File: src/bmhq_pkg.sv
`timescale 1ns / 1ps
// ----------------------------------------------------------------------------
// bmhq_pkg: shared types for the max priority queue
// Beat payloads, operation and status codes, and the per-cell command bundle.
// ----------------------------------------------------------------------------
package bmhq_pkg;

  localparam int unsigned KeyW   = 32;
  localparam int unsigned CountW = 7;

  typedef enum logic {
    KIND_INSERT = 1'b0,
    KIND_REMOVE = 1'b1
  } kind_e;

  typedef enum logic [1:0] {
    ST_OK    = 2'd0,
    ST_FULL  = 2'd1,
    ST_EMPTY = 2'd2
  } status_e;

  typedef struct packed {
    kind_e                   kind;
    logic signed [KeyW-1:0]  key;
  } in_t;

  typedef struct packed {
    logic signed [KeyW-1:0]  removed_key;
    logic signed [KeyW-1:0]  top_key;
    logic [CountW-1:0]       entry_count;
    status_e                 status;
  } out_t;

  // Broadcast to every cell; ins/rem are already qualified by full/empty.
  typedef struct packed {
    logic                    ins;
    logic                    rem;
    logic signed [KeyW-1:0]  key;
  } cell_cmd_t;

endpackage

File: src/bmhq_cell.sv
`timescale 1ns / 1ps
// ----------------------------------------------------------------------------
// bmhq_cell: one slot of the sorted shift chain
// Holds one key and its valid bit. On insert, takes the left neighbor's key
// or, at the new key's slot, the new key; on remove, the right neighbor's key.
// ----------------------------------------------------------------------------
module bmhq_cell (
  input  logic                              clk_i,
  input  logic                              rst_ni,
  input  bmhq_pkg::cell_cmd_t               cmd_i,
  input  logic                              left_gt_i,
  input  logic signed [bmhq_pkg::KeyW-1:0]  left_key_i,
  input  logic                              left_vld_i,
  input  logic signed [bmhq_pkg::KeyW-1:0]  right_key_i,
  input  logic                              right_vld_i,
  output logic                              gt_o,
  output logic signed [bmhq_pkg::KeyW-1:0]  key_o,
  output logic                              vld_o
);
  import bmhq_pkg::*;

  logic signed [KeyW-1:0] key_q, key_d;
  logic                   vld_q, vld_d;

  // New key belongs at or before this slot; empty slots act as minus infinity.
  assign gt_o = !vld_q || (cmd_i.key > key_q);

  always_comb begin
    key_d = key_q;
    vld_d = vld_q;
    if (cmd_i.ins && gt_o) begin
      if (left_gt_i) begin
        key_d = left_key_i;
        vld_d = left_vld_i;
      end else begin
        key_d = cmd_i.key;
        vld_d = 1'b1;
      end
    end else if (cmd_i.rem) begin
      key_d = right_key_i;
      vld_d = right_vld_i;
    end
  end

  always_ff @(posedge clk_i or negedge rst_ni) begin
    if (!rst_ni) begin
      vld_q <= 1'b0;
    end else begin
      vld_q <= vld_d;
    end
  end

  always_ff @(posedge clk_i) begin
    key_q <= key_d;
  end

  assign key_o = key_q;
  assign vld_o = vld_q;

endmodule

File: config.mk
export PLATFORM = sky130hd
export DESIGN_NAME = bmhq_cell
export DESIGN_NICKNAME = d
export VERILOG_FILES = /design/src/bmhq_pkg.sv /design/src/bmhq_cell.sv
export SDC_FILE = /design/constraint.sdc
export NUM_CORES = 1
export LEC_CHECK = 0
export BUFFER_PORTS_ARGS = -buffer_cell sky130_fd_sc_hd__clkbuf_2
export CORE_MARGIN = 1.5
export CORE_UTILIZATION = 47
export DETAILED_ROUTE_END_ITERATION = 10
export GPL_TIMING_DRIVEN = 0
export PLACE_DENSITY = 0.86
export REMOVE_ABC_BUFFERS = 1
export SLEW_MARGIN = 15
export SYNTH_ARGS = -nofsm -noshare
export SYNTH_HDL_FRONTEND = slang
export SYNTH_SLANG_ARGS = --single-unit
File: constraint.sdc
create_clock -name clk_i -period 3.67 [get_ports clk_i]
set_input_delay 0.734 -clock clk_i [delete_from_list [all_inputs] [get_ports clk_i]]
set_output_delay 0.734 -clock clk_i [all_outputs]
set_load 0.1 [all_outputs]
# Word-level counts from Yosys, hierarchy flattened
# Cells that the tools add are included.
[classes]
n_lt_le_gt_ge = 1
n_mux = 6
reduce_logical = 4
[ops]
columns = ["cell", "count"]
rows = [
  ["two-way mux 32 bit", 3],
  ["> comparator 32 bit", 1],
  ["two-way mux 1 bit", 3],
  ["nonzero test 2 bit", 1],
  ["logical AND 1 bit", 1],
  ["logical NOT 1 bit", 1],
  ["logical OR 1 bit", 1],
]
[totals]
register_bits = 33
in_bits = 103
out_inout_bits = 34
elab_cells = 13

# Depth between registers and ports, before layout
# Gate-level depths: netlist of run 1.
[depth]
word_depth = 4
depth_mapped = 10
ltp_nobuf = 9

# Worst setup path before layout of run 1
# No wires, ideal clock.
[synth_timing]
path_kind = "flip-flop to flip-flop"
from = "register key_q[31], in the netlist key_o[31]"
to = "register key_q[0], in the netlist key_o[0], enable pin"
setup_ps = 330
t_arrival_ps = 3527
required_time_ps = 3340
path_slack_ps = -187
stages_incl_launch_ff = 11
n_path_buf = 1
synth_period_minus_slack_ps = 3857
path_cell_list = "edfxtp_1 > inv_1 > ha_1 > nand4_1 > or4_4 > nand2b_4 > and3_2 > a2bb2oi_2 > o311ai_2 > buf_6 > or2_2"
[synth_via]
elab_chain_cells = 4
[synth_rtl]
columns = ["item", "line_no", "source"]
rows = [
  ["start: declaration", "bmhq_cell.sv:22", "logic signed [KeyW-1:0] key_q, key_d;"],
  ["start signal: assignment", "bmhq_cell.sv:54", "key_q <= key_d;"],
  ["> comparator 32 bit", "bmhq_cell.sv:26", "assign gt_o = !vld_q || (cmd_i.key > key_q);"],
  ["logical OR 1 bit", "bmhq_cell.sv:26", ""],
  ["logical AND 1 bit", "bmhq_cell.sv:31", "if (cmd_i.ins && gt_o) begin"],
  ["nonzero test 2 bit (no line)", "n/a", ""],
]
# No other way between the ends.
# A chain may end at the register's enable or synchronous reset.

# Worst setup path after layout of run 1
[layout_timing]
from = "input port cmd_i[31] (netlist name)"
to = "output port gt_o"
[layout_via]
elab_chain_cells = 2
[layout_rtl]
columns = ["item", "line_no", "source"]
rows = [
  ["start: declaration", "bmhq_cell.sv:10", "input bmhq_pkg::cell_cmd_t cmd_i,"],
  ["> comparator 32 bit", "bmhq_cell.sv:26", ""],
  ["logical OR 1 bit", "bmhq_cell.sv:26", ""],
  ["end: declaration", "bmhq_cell.sv:16", "output logic gt_o,"],
]
# No other way between the ends.

==> flow_metrics.py, run 1 <==
metrics = {
    "finish": {
        "fin_area_sq_um": 3670,
        "synthToLayoutAreaGrowth_pct": 31.3,
        "final_layout_size_suffix_gt1_frac": 0.583,
        "antenna_cell_count": 0,
        "final_core_util": 0.654,
        "num-nets-final": 508,
    },
    "sta": {
        "period_needed_ns": 3.57,
        "max_clock_freq_mhz": 281,
        "final.hold.worst_slack_ns": 0.219,
        "skew_ns": 0.0103,
        "setup_violations": 0,
        "tightestPinTransition_ns": 0.857,
        "crit_share_post_route": 0.971,
        "relSlewSlack": 0.429,
        "report.final.hold_viol_count": 0,
        "timing.final.max_slew_violations": 0,
        "finalSetupTns_ns": 0,
    },
    "die": {
        "coreArea_sq_um": 5610,
        "die_h_microns": 80.1,
        "pin_count": 137,
        "die-width_microns": 80.1,
        "floorplan.initialDensity": 0.498,
        "die_area_sq_um": 6410,
        "num_rows": 27,
    },
    "clocking": {
        "cts_num_sinks": 33,
        "cts_root_buffer": "clkbuf_8",
        "clock_insertion_delay_worst_skew_ns": 0.28,
        "clock_tree.buffer_depth": 2,
        "holdBufCountCts": 0,
        "tritoncts": "done",
        "cts.reportedPaths.clkPinSlew_ns": 0.06,
        "depth_of_the_cts_h_tree": 2,
        "number_of_buffers_added_by_the_clock_tree_synthesis_step": 5,
        "number_of_buffers_inserted_to_repair_setup_after_cts": 0,
    },
    "routing": {
        "dr.first_iter.drc_count": 53,
        "ant_nets": 0,
        "post-route-drc-count": 0,
        "finalWirelength_microns": 6550,
        "detail_route.wl_per_cell_microns": 14.7,
        "detail_route.vias_per_cell": 5.18,
        "route.vias.total": 2310,
        "detailedRoute.firstPassIterationCount": 4,
    },
    "global_route": {
        "antenna_violations_before_repair": 0,
        "grt.met2_usage": 0.397,
        "grtUsageTotal": 0.209,
        "wire_length_of_the_first_global_routing_pass_microns": 10300,
        "global_route.peak_usage_layer": "met2",
        "total_congestion_overflow": 0,
        "maximum_number_of_pins_on_one_net_before_global_route_repair": 35,
        "first_global_vias": 2357,
        "grtUsageMet3": 0.0523,
        "global_route.usage.met1": 0.231,
    },
    "logic_synthesis": {
        "yosys-top-cells-area": "edfxtp_1 (34%), mux2_4 (15%), ha_1 (14%)",
        "count_of_mapped_cells_out_of_synthesis": 234,
        "netlist.top_cell.by_area": "edfxtp_1",
        "synth_largest_type_area_fraction": 0.344,
        "synth_commonest_cells": "inv_1 (35), mux2_2 (35), edfxtp_1 (32), ha_1 (32), mux2_4 (28)",
        "most_used_flip_flop_cell_after_synthesis": "edfxtp_1",
        "number_of_warnings_reported_in_the_yosys_synthesis_log": 0,
        "syn-mean-instance-area_sq_um": 11.9,
        "synth_sequential_area_ratio": 0.353,
        "netlist_area_sq_um": 2790,
        "synth-edff-count": 32,
        "ys_ff_latch": 33,
        "postSynth.asyncResetShare": 0.0303,
        "post_synth_num_cell_types": 30,
    },
    "pwr": {
        "power.clock.fraction": 0.090,
        "power_mw": 3.16,
        "vdd_ir_drop_max_v": 0.000451,
        "power_density_nw_per_um2": 861,
        "cellInternalPower_mw": 1.37,
        "share_of_total_power_consumed_by_net_switching": 0.565,
        "power.combinational.fraction": 0.690,
        "total_switching_power_mw": 1.78,
        "static-leakage-power_nw": 1.90,
        "sequential_power_share": 0.220,
    },
    "placed_design": {
        "dpl_cell_area_sq_um": 3550,
        "place.gp.congestion": 0.716,
        "dp.final_hpwl_microns": 5390,
        "port_buffers": 136,
    },
    "setup_path": {
        "critPathKind": "primary input to primary output",
        "cp_data_required_time_ns": 2.94,
        "critical_path_arrival_ns": 2.83,
        "cp_max_fo": 6,
        "crit_path_end_kind": "primary output",
        "cp-start-kind": "primary input",
    },
    "job": {
        "drv.max_cap_violation_count": 0,
    },
    "status": {
        "outcome": "completed",
    },
    "worst_hold_path": {
        "min_path_type": "primary input to asynchronous set/reset pin",
    },
}
worst paths after layout:
path,startpoint,to,slack (ns),depth (start not counted)
setup / recovery,cmd_i[31],gt_o,0.10,9
hold reg to reg,vld_o,vld_o,0.71,2
setup reg to reg,key_o[31],key_o[30],0.27,10
max in group asynchronous,rst_ni,vld_o,3.37,1
min in group clk_i,vld_o,vld_o,0.71,2
hold / removal,rst_ni,vld_o,0.22,1
timing repair:
item	in CTS	in global routing
resized for setup	3	3
endpoints found under the setup margin	33	25
pin swaps	0	1
metrics by stage:
stage	instances	setup WS, ns
after CTS	446	0.0247
after global placement	435	-2.46
final	446	0.105
after floorplan	227	-1.51
after global routing	446	-0.00532
after detailed placement	438	-0.478
placed cells by master, fill, tap and decap left out, drive strengths merged, types with 3 or more instances in the layout:
| cell | n |
|---|---|
| a21oi | 16 |
| buf | 3 |
| clkbuf | 144 |
| edfxtp | 32 |
| ha | 32 |
| inv | 35 |
| mux2 | 63 |
| nand2 | 10 |
| nand3 | 3 |
| nand4 | 8 |
| nor3 | 3 |
| o21ai | 6 |
power by group through the flow:
stage | combinational (mW) | sequential [mW] | clock (mW)
after floorplan | 0.771 | 1.71 | 0
after global placement | 2.13 | 0.691 | 0
after detailed placement | 2.18 | 0.703 | 0
after CTS | 2.20 | 0.694 | 0.292
after global routing | 2.31 | 0.714 | 0.309
final | 2.18 | 0.695 | 0.283
routing by layer:
layer	vias to the layer above	part of all wire
met5	-	0
met4	0	0.0076
met3	4	0.062
met2	83	0.54
met1	1082	0.39
li1	1141	-
final cells by class:
type                       instances  area, sq um
fill                             479         1940
multi-input combinational        159         1630
clock buffer                       8         90.1
sequential                        33          986
timing repair buffer             139          739
tap                               72         90.1
inverter                          35          131
logic make-up after synthesis:
family	Yosys count	share of synthesized area
simple gates	32	0.0650
flops	33	0.353
fa+ha+maj	32	0.143
mux	65	0.299
compound gates	30	0.0681
buf+inv	42	0.0717
registers in the layout (all words and copies together), names as in the netlist:
| signal | count |
|---|---|
| key_o | 32 |
| vld_o | 1 |
critical path, cell delays in order:
cell and delay, ns:
clkbuf_2 0.09, ha_2 0.38, nand4_1 0.18, or4_4 0.62, nor3_2 0.16, nor3_1 0.08
o21a_1 0.19, a21bo_2 0.19, clkbuf_8 0.21
No activity file was read; power rests on OpenSTA's default activity.
==> run 2: changes to the inputs <==
- CELL_PAD_IN_SITES_DETAIL_PLACEMENT: not set -> 0
- CELL_PAD_IN_SITES_GLOBAL_PLACEMENT: not set -> 2
- CORE_UTILIZATION: 47 -> 28
- PLACE_DENSITY: 0.86 -> 0.85
==> run 2 against run 1 <==
Compared with the run above:
- via count is 1.9% lower
- final cell count increased by 14%
- clock power hardly changed
- first-iteration DRC count down 55%
- count of clock-buffer cells in the layout decreased by 2
- critical path depth is the same
- largest power group unchanged
- sequential power is 0.7% lower
- worst hold slack worse by 0.017 ns
- die area rose by 65%
- combinational power about the same
==> flow_metrics.py, run 2 (synthesis gave the netlist of run 1 again) <==
metrics = {
    "die": {
        "die_h_microns": 103,
        "floorplan.initialDensity": 0.287,
        "die_area_sq_um": 10600,
        "die-width_microns": 103,
        "coreArea_sq_um": 9730,
        "pin_count": 137,
        "num_rows": 36,
    },
    "sta": {
        "rsz0062_at_grt": "false",
        "crit_share_post_route": 0.951,
        "report.final.hold_viol_count": 0,
        "finalSetupTns_ns": 0,
        "relSlewSlack": 0.392,
        "period_needed_ns": 3.49,
        "skew_ns": 0.00833,
        "tightestPinTransition_ns": 0.912,
        "max_clock_freq_mhz": 286,
        "setup_violations": 0,
        "timing.final.max_slew_violations": 0,
    },
    "clocking": {
        "depth_of_the_cts_h_tree": 2,
        "clock_insertion_delay_worst_skew_ns": 0.29,
        "number_of_buffers_added_by_the_clock_tree_synthesis_step": 5,
        "cts_num_sinks": 33,
        "holdBufCountCts": 0,
        "clock_tree.buffer_depth": 2,
        "tritoncts": "done",
        "cts_root_buffer": "clkbuf_8",
        "cts.reportedPaths.clkPinSlew_ns": 0.08,
    },
    "setup_path": {
        "critical_path.cell_chain": "clkbuf_2 -> ha_4 -> nand4_1 -> or4_4 -> a21oi_1 -> nor3_1 -> o21a_1 -> a21bo_2 -> clkbuf_8",
        "cp_max_fo": 6,
        "crit_family": "simple AND/OR/NAND/NOR gates",
        "crit_path_end_kind": "primary output",
        "critPathKind": "primary input to primary output",
        "cp-start-kind": "primary input",
        "cp.buffers_inverters": 2,
        "critical_path_arrival_ns": 2.76,
        "cp_data_required_time_ns": 2.94,
        "critPathSlowestCell": "or4_4",
        "max_stage_delay_ns": 0.60,
    },
    "finish": {
        "synthToLayoutAreaGrowth_pct": 34.4,
        "most_frequent_cells_in_the_layout": "clkbuf_2 (135), inv_1 (35), mux2_2 (35), edfxtp_1 (32), ha_1 (31)",
        "final_common_cell": "clkbuf_2",
        "post_layout_nonfiller_instances": 509,
        "final_layout_size_suffix_gt1_frac": 0.585,
        "fill_cells": 1043,
        "num-nets-final": 510,
        "largest_register_ff_count": 32,
        "antenna_cell_count": 0,
    },
    "routing": {
        "dr_wl_met2_microns": 3370,
        "dr.first_iter.drc_count": 24,
        "post-route-drc-count": 0,
        "detailedRoute.firstPassIterationCount": 4,
        "route.vias.total": 2266,
        "finalWirelength_microns": 6900,
        "top_signal_layer_used": "met4",
        "wl_met3_microns": 502,
        "detail_route.vias_per_cell": 4.45,
        "ant_nets": 0,
        "detail_route.wl_per_cell_microns": 13.6,
        "wirelength_met1_microns": 2960,
    },
    "global_route": {
        "grtUsageTotal": 0.131,
        "wire_length_of_the_first_global_routing_pass_microns": 10500,
        "maximum_number_of_pins_on_one_net_before_global_route_repair": 35,
        "first_global_vias": 2211,
        "total_congestion_overflow": 0,
        "antenna_violations_before_repair": 0,
    },
    "pwr": {
        "power_mw": 3.17,
        "sequential_power_share": 0.218,
        "power.clock.fraction": 0.089,
        "total_switching_power_mw": 1.81,
        "static-leakage-power_nw": 1.90,
        "vdd_ir_drop_max_v": 0.000289,
        "power_density_nw_per_um2": 844,
        "cellInternalPower_mw": 1.36,
        "share_of_total_power_consumed_by_net_switching": 0.571,
        "power.combinational.fraction": 0.693,
    },
    "placed_design": {
        "dp.final_hpwl_microns": 5570,
        "port_buffers": 136,
        "placed_cells_incl_taps": 499,
        "place.gp.congestion": 0.709,
    },
    "job": {
        "drv.max_cap_violation_count": 0,
    },
    "worst_hold_path": {
        "min_path_type": "primary input to asynchronous set/reset pin",
    },
    "status": {
        "outcome": "completed",
    },
}
-- run 2: path summary, 6_finish.rpt --
path	from	to	slack (ns)	cells after the start
worst max-delay path	cmd_i[31]	gt_o	0.18	9
worst min-delay path	rst_ni	vld_o	0.20	1
worst max register to register	key_o[31]	key_o[3]	0.36	10
worst min register to register	vld_o	vld_o	0.68	2
max in group asynchronous	rst_ni	vld_o	3.38	1
min in group clk_i	vld_o	vld_o	0.68	2
-- run 2: worst register-to-register path, stage by stage, from the launching register on --
cell and delay [ns]:
edfxtp_1 0.35, inv_1 0.07, ha_4 0.31, nand4_1 0.16, or4_4 0.60, nand2b_4 0.16
and3_2 0.23, o21ai_0 0.14, o311ai_4 0.31, buf_8 0.24, or2_4 0.42
-- run 2: through the flow --
step	hold WS, ns	cell area [sq um]	setup slack [ns]	util
after floorplan	0.438	2720	-1.51	-
after global placement	0.510	3570	-2.71	0.367
after detailed placement	0.513	3630	-0.575	0.373
after CTS	0.191	3730	0.0153	0.383
after global routing	0.198	3750	0.0386	0.386
final	0.202	3750	0.178	0.386
-- run 2: cell type report --
class                      count  area (sq um)  area share
clock buffer                   6          72.6      0.0193
inverter                      35           131      0.0350
tap                          133           166      0.0443
multi-input combinational    159          1640       0.436
timing repair buffer         141           749       0.200
clock inverter                 2          10.0     0.00267
sequential                    33           986       0.263
-- run 2: timing repair --
action | in CTS | in global routing
endpoints found under the setup margin | 33 | 15
gates resized for setup | 4 | 2
pin swaps | 1 | 1
endpoints found under the hold margin | 0 | 0
setup buffers | 1 | 1
-- run 2: metal layers --
layer  vias up  global-route usage
met4         0              0.0343
met1      1034               0.157
li1       1141                   -
met3         6              0.0353
met5         -                   0
met2        85               0.233
-- run 2: power groups by stage --
stage | Combinational, mW | Clock [mW] | Sequential (mW)
6_report | 2.19 | 0.283 | 0.690
2_1_floorplan | 0.771 | 0 | 1.71
4_1_cts | 2.21 | 0.297 | 0.693
3_3_place_gp | 2.16 | 0 | 0.694
5_1_grt | 2.33 | 0.305 | 0.711
3_5_place_dp | 2.18 | 0 | 0.703
==> run 3: changes to the inputs <==
- PLACE_DENSITY: 0.85 -> 0.89
==> run 3 against run 2 <==
Compared with the run above:
- first-iteration DRC count up 100%
- total power down 0.58%
- via count down 0.13%
- global-route usage down 0.27 points
- fmax down 1.2%
- design area down 0.17%
- sequential power about the same
- worst hold slack better by 0.013 ns
- final cell count down 0.20%
- count of clock-buffer cells in the layout unchanged
==> flow_metrics.py, run 3 (synthesis gave the netlist of run 1 again) <==
metrics = {
    "sta": {
        "final.hold.worst_slack_ns": 0.215,
        "tightestPinTransition_ns": 0.901,
        "max_clock_freq_mhz": 283,
        "timing.final.max_slew_violations": 0,
        "finalSetupTns_ns": 0,
        "relSlewSlack": 0.399,
        "setup_violations": 0,
        "crit_share_post_route": 0.963,
        "skew_ns": 0.00486,
        "report.final.hold_viol_count": 0,
        "rsz0062_at_grt": "false",
        "period_needed_ns": 3.53,
    },
    "global_route": {
        "total_congestion_overflow": 0,
        "grtUsageTotal": 0.128,
        "first_global_vias": 2316,
        "wire_length_of_the_first_global_routing_pass_microns": 10500,
        "maximum_number_of_pins_on_one_net_before_global_route_repair": 35,
        "antenna_violations_before_repair": 0,
    },
    "clocking": {
        "depth_of_the_cts_h_tree": 2,
        "clock_insertion_delay_worst_skew_ns": 0.28,
        "cts_num_sinks": 33,
        "cts_root_buffer": "clkbuf_8",
        "tritoncts": "done",
        "clock_tree.buffer_depth": 2,
        "holdBufCountCts": 0,
        "number_of_buffers_added_by_the_clock_tree_synthesis_step": 5,
        "cts.reportedPaths.clkPinSlew_ns": 0.07,
    },
    "job": {
        "drv.max_cap_violation_count": 0,
    },
    "pwr": {
        "power.clock.fraction": 0.084,
        "sequential_power_share": 0.220,
        "vdd_ir_drop_max_v": 0.000451,
        "power.combinational.fraction": 0.696,
        "cellInternalPower_mw": 1.36,
        "total_switching_power_mw": 1.79,
        "share_of_total_power_consumed_by_net_switching": 0.570,
        "power_mw": 3.15,
        "static-leakage-power_nw": 1.90,
        "power_density_nw_per_um2": 840,
    },
    "finish": {
        "fill_cells": 1025,
        "largest_register_ff_count": 32,
        "synthToLayoutAreaGrowth_pct": 34.1,
        "final_layout_size_suffix_gt1_frac": 0.581,
        "num-nets-final": 510,
        "post_layout_nonfiller_instances": 508,
        "fin_area_sq_um": 3750,
        "final_common_cell": "clkbuf_2",
        "antenna_cell_count": 0,
        "most_frequent_cells_in_the_layout": "clkbuf_2 (135), inv_1 (35), mux2_2 (35), edfxtp_1 (32), ha_1 (31)",
    },
    "setup_path": {
        "cp-start-kind": "primary input",
        "critPathKind": "primary input to primary output",
        "critical_path_arrival_ns": 2.80,
        "crit_path_end_kind": "primary output",
        "cp_max_fo": 6,
        "cp_data_required_time_ns": 2.94,
    },
    "routing": {
        "detail_route.vias_per_cell": 4.45,
        "dr_wl_met2_microns": 3250,
        "wl_met3_microns": 478,
        "wirelength_met1_microns": 3010,
        "dr.first_iter.drc_count": 49,
        "detailedRoute.firstPassIterationCount": 4,
        "top_signal_layer_used": "met4",
        "post-route-drc-count": 0,
        "route.vias.total": 2263,
        "detail_route.wl_per_cell_microns": 13.4,
        "ant_nets": 0,
        "finalWirelength_microns": 6790,
    },
    "die": {
        "pin_count": 137,
        "die_h_microns": 103,
        "die_area_sq_um": 10600,
        "coreArea_sq_um": 9730,
        "die-width_microns": 103,
        "num_rows": 36,
        "floorplan.initialDensity": 0.287,
    },
    "status": {
        "outcome": "completed",
    },
    "worst_hold_path": {
        "min_path_type": "primary input to asynchronous set/reset pin",
    },
    "placed_design": {
        "dpl_cell_area_sq_um": 3630,
        "placed_cells_incl_taps": 499,
        "port_buffers": 136,
        "place.gp.congestion": 0.721,
        "dp.final_hpwl_microns": 5560,
    },
}
run 3: repair_timing:
action | in CTS | in global routing
setup endpoints to repair | 33 | 1
pin swaps | 2 | 1
gates resized for setup | 4 | 2
setup buffers | 2 | 0
cloned | 0 | 0
run 3: layout make-up:
class / instances / area (sq um) / area share
Inverter: 35 / 131 / 0.0351
Tap cell: 133 / 166 / 0.0444
Sequential cell: 33 / 986 / 0.263
Clock inverter: 1 / 3.75 / 0.00100
Clock buffer: 6 / 72.6 / 0.0194
Timing Repair Buffer: 141 / 749 / 0.200
Multi-Input combinational cell: 159 / 1640 / 0.437
run 3: path summary, 6_finish.rpt:
path,endpoint,from,cells after the start,slack [ns]
setup / recovery,gt_o,cmd_i[31],9,0.14
hold / removal,vld_o,rst_ni,1,0.22
setup reg to reg,key_o[28],key_o[31],11,0.37
hold reg to reg,vld_o,vld_o,2,0.70
max in group asynchronous,vld_o,rst_ni,1,3.37
min in group clk_i,vld_o,vld_o,2,0.70
run 3: power by group through the flow:
| stage | clock [mW] | combinational [mW] | sequential (mW) |
|---|---|---|---|
| after global routing | 0.289 | 2.33 | 0.714 |
| final | 0.266 | 2.19 | 0.692 |
| after floorplan | 0 | 0.771 | 1.71 |
| after detailed placement | 0 | 2.18 | 0.705 |
| after CTS | 0.284 | 2.21 | 0.696 |
| after global placement | 0 | 2.16 | 0.696 |
run 3: stage by stage:
stage	utilization	setup slack, ns
floorplan	-	-1.51
global placement	0.367	-2.71
detailed placement	0.373	-0.712
CTS	0.383	0.0292
global route	0.385	0.0209
finish	0.385	0.137
run 3: critical path, cell delays in order:
cell      delay (ns)
clkbuf_2        0.12
ha_4            0.31
nand4_1         0.16
or4_4           0.60
a21oi_1         0.19
nor3_1          0.09
o21a_1          0.19
a21bo_2         0.19
clkbuf_8        0.21
run 3: routing by layer:
metal,GRT usage,up-vias
met5,0,-
met4,0.0270,0
met3,0.0373,5
met2,0.227,85
met1,0.156,1036
li1,-,1137
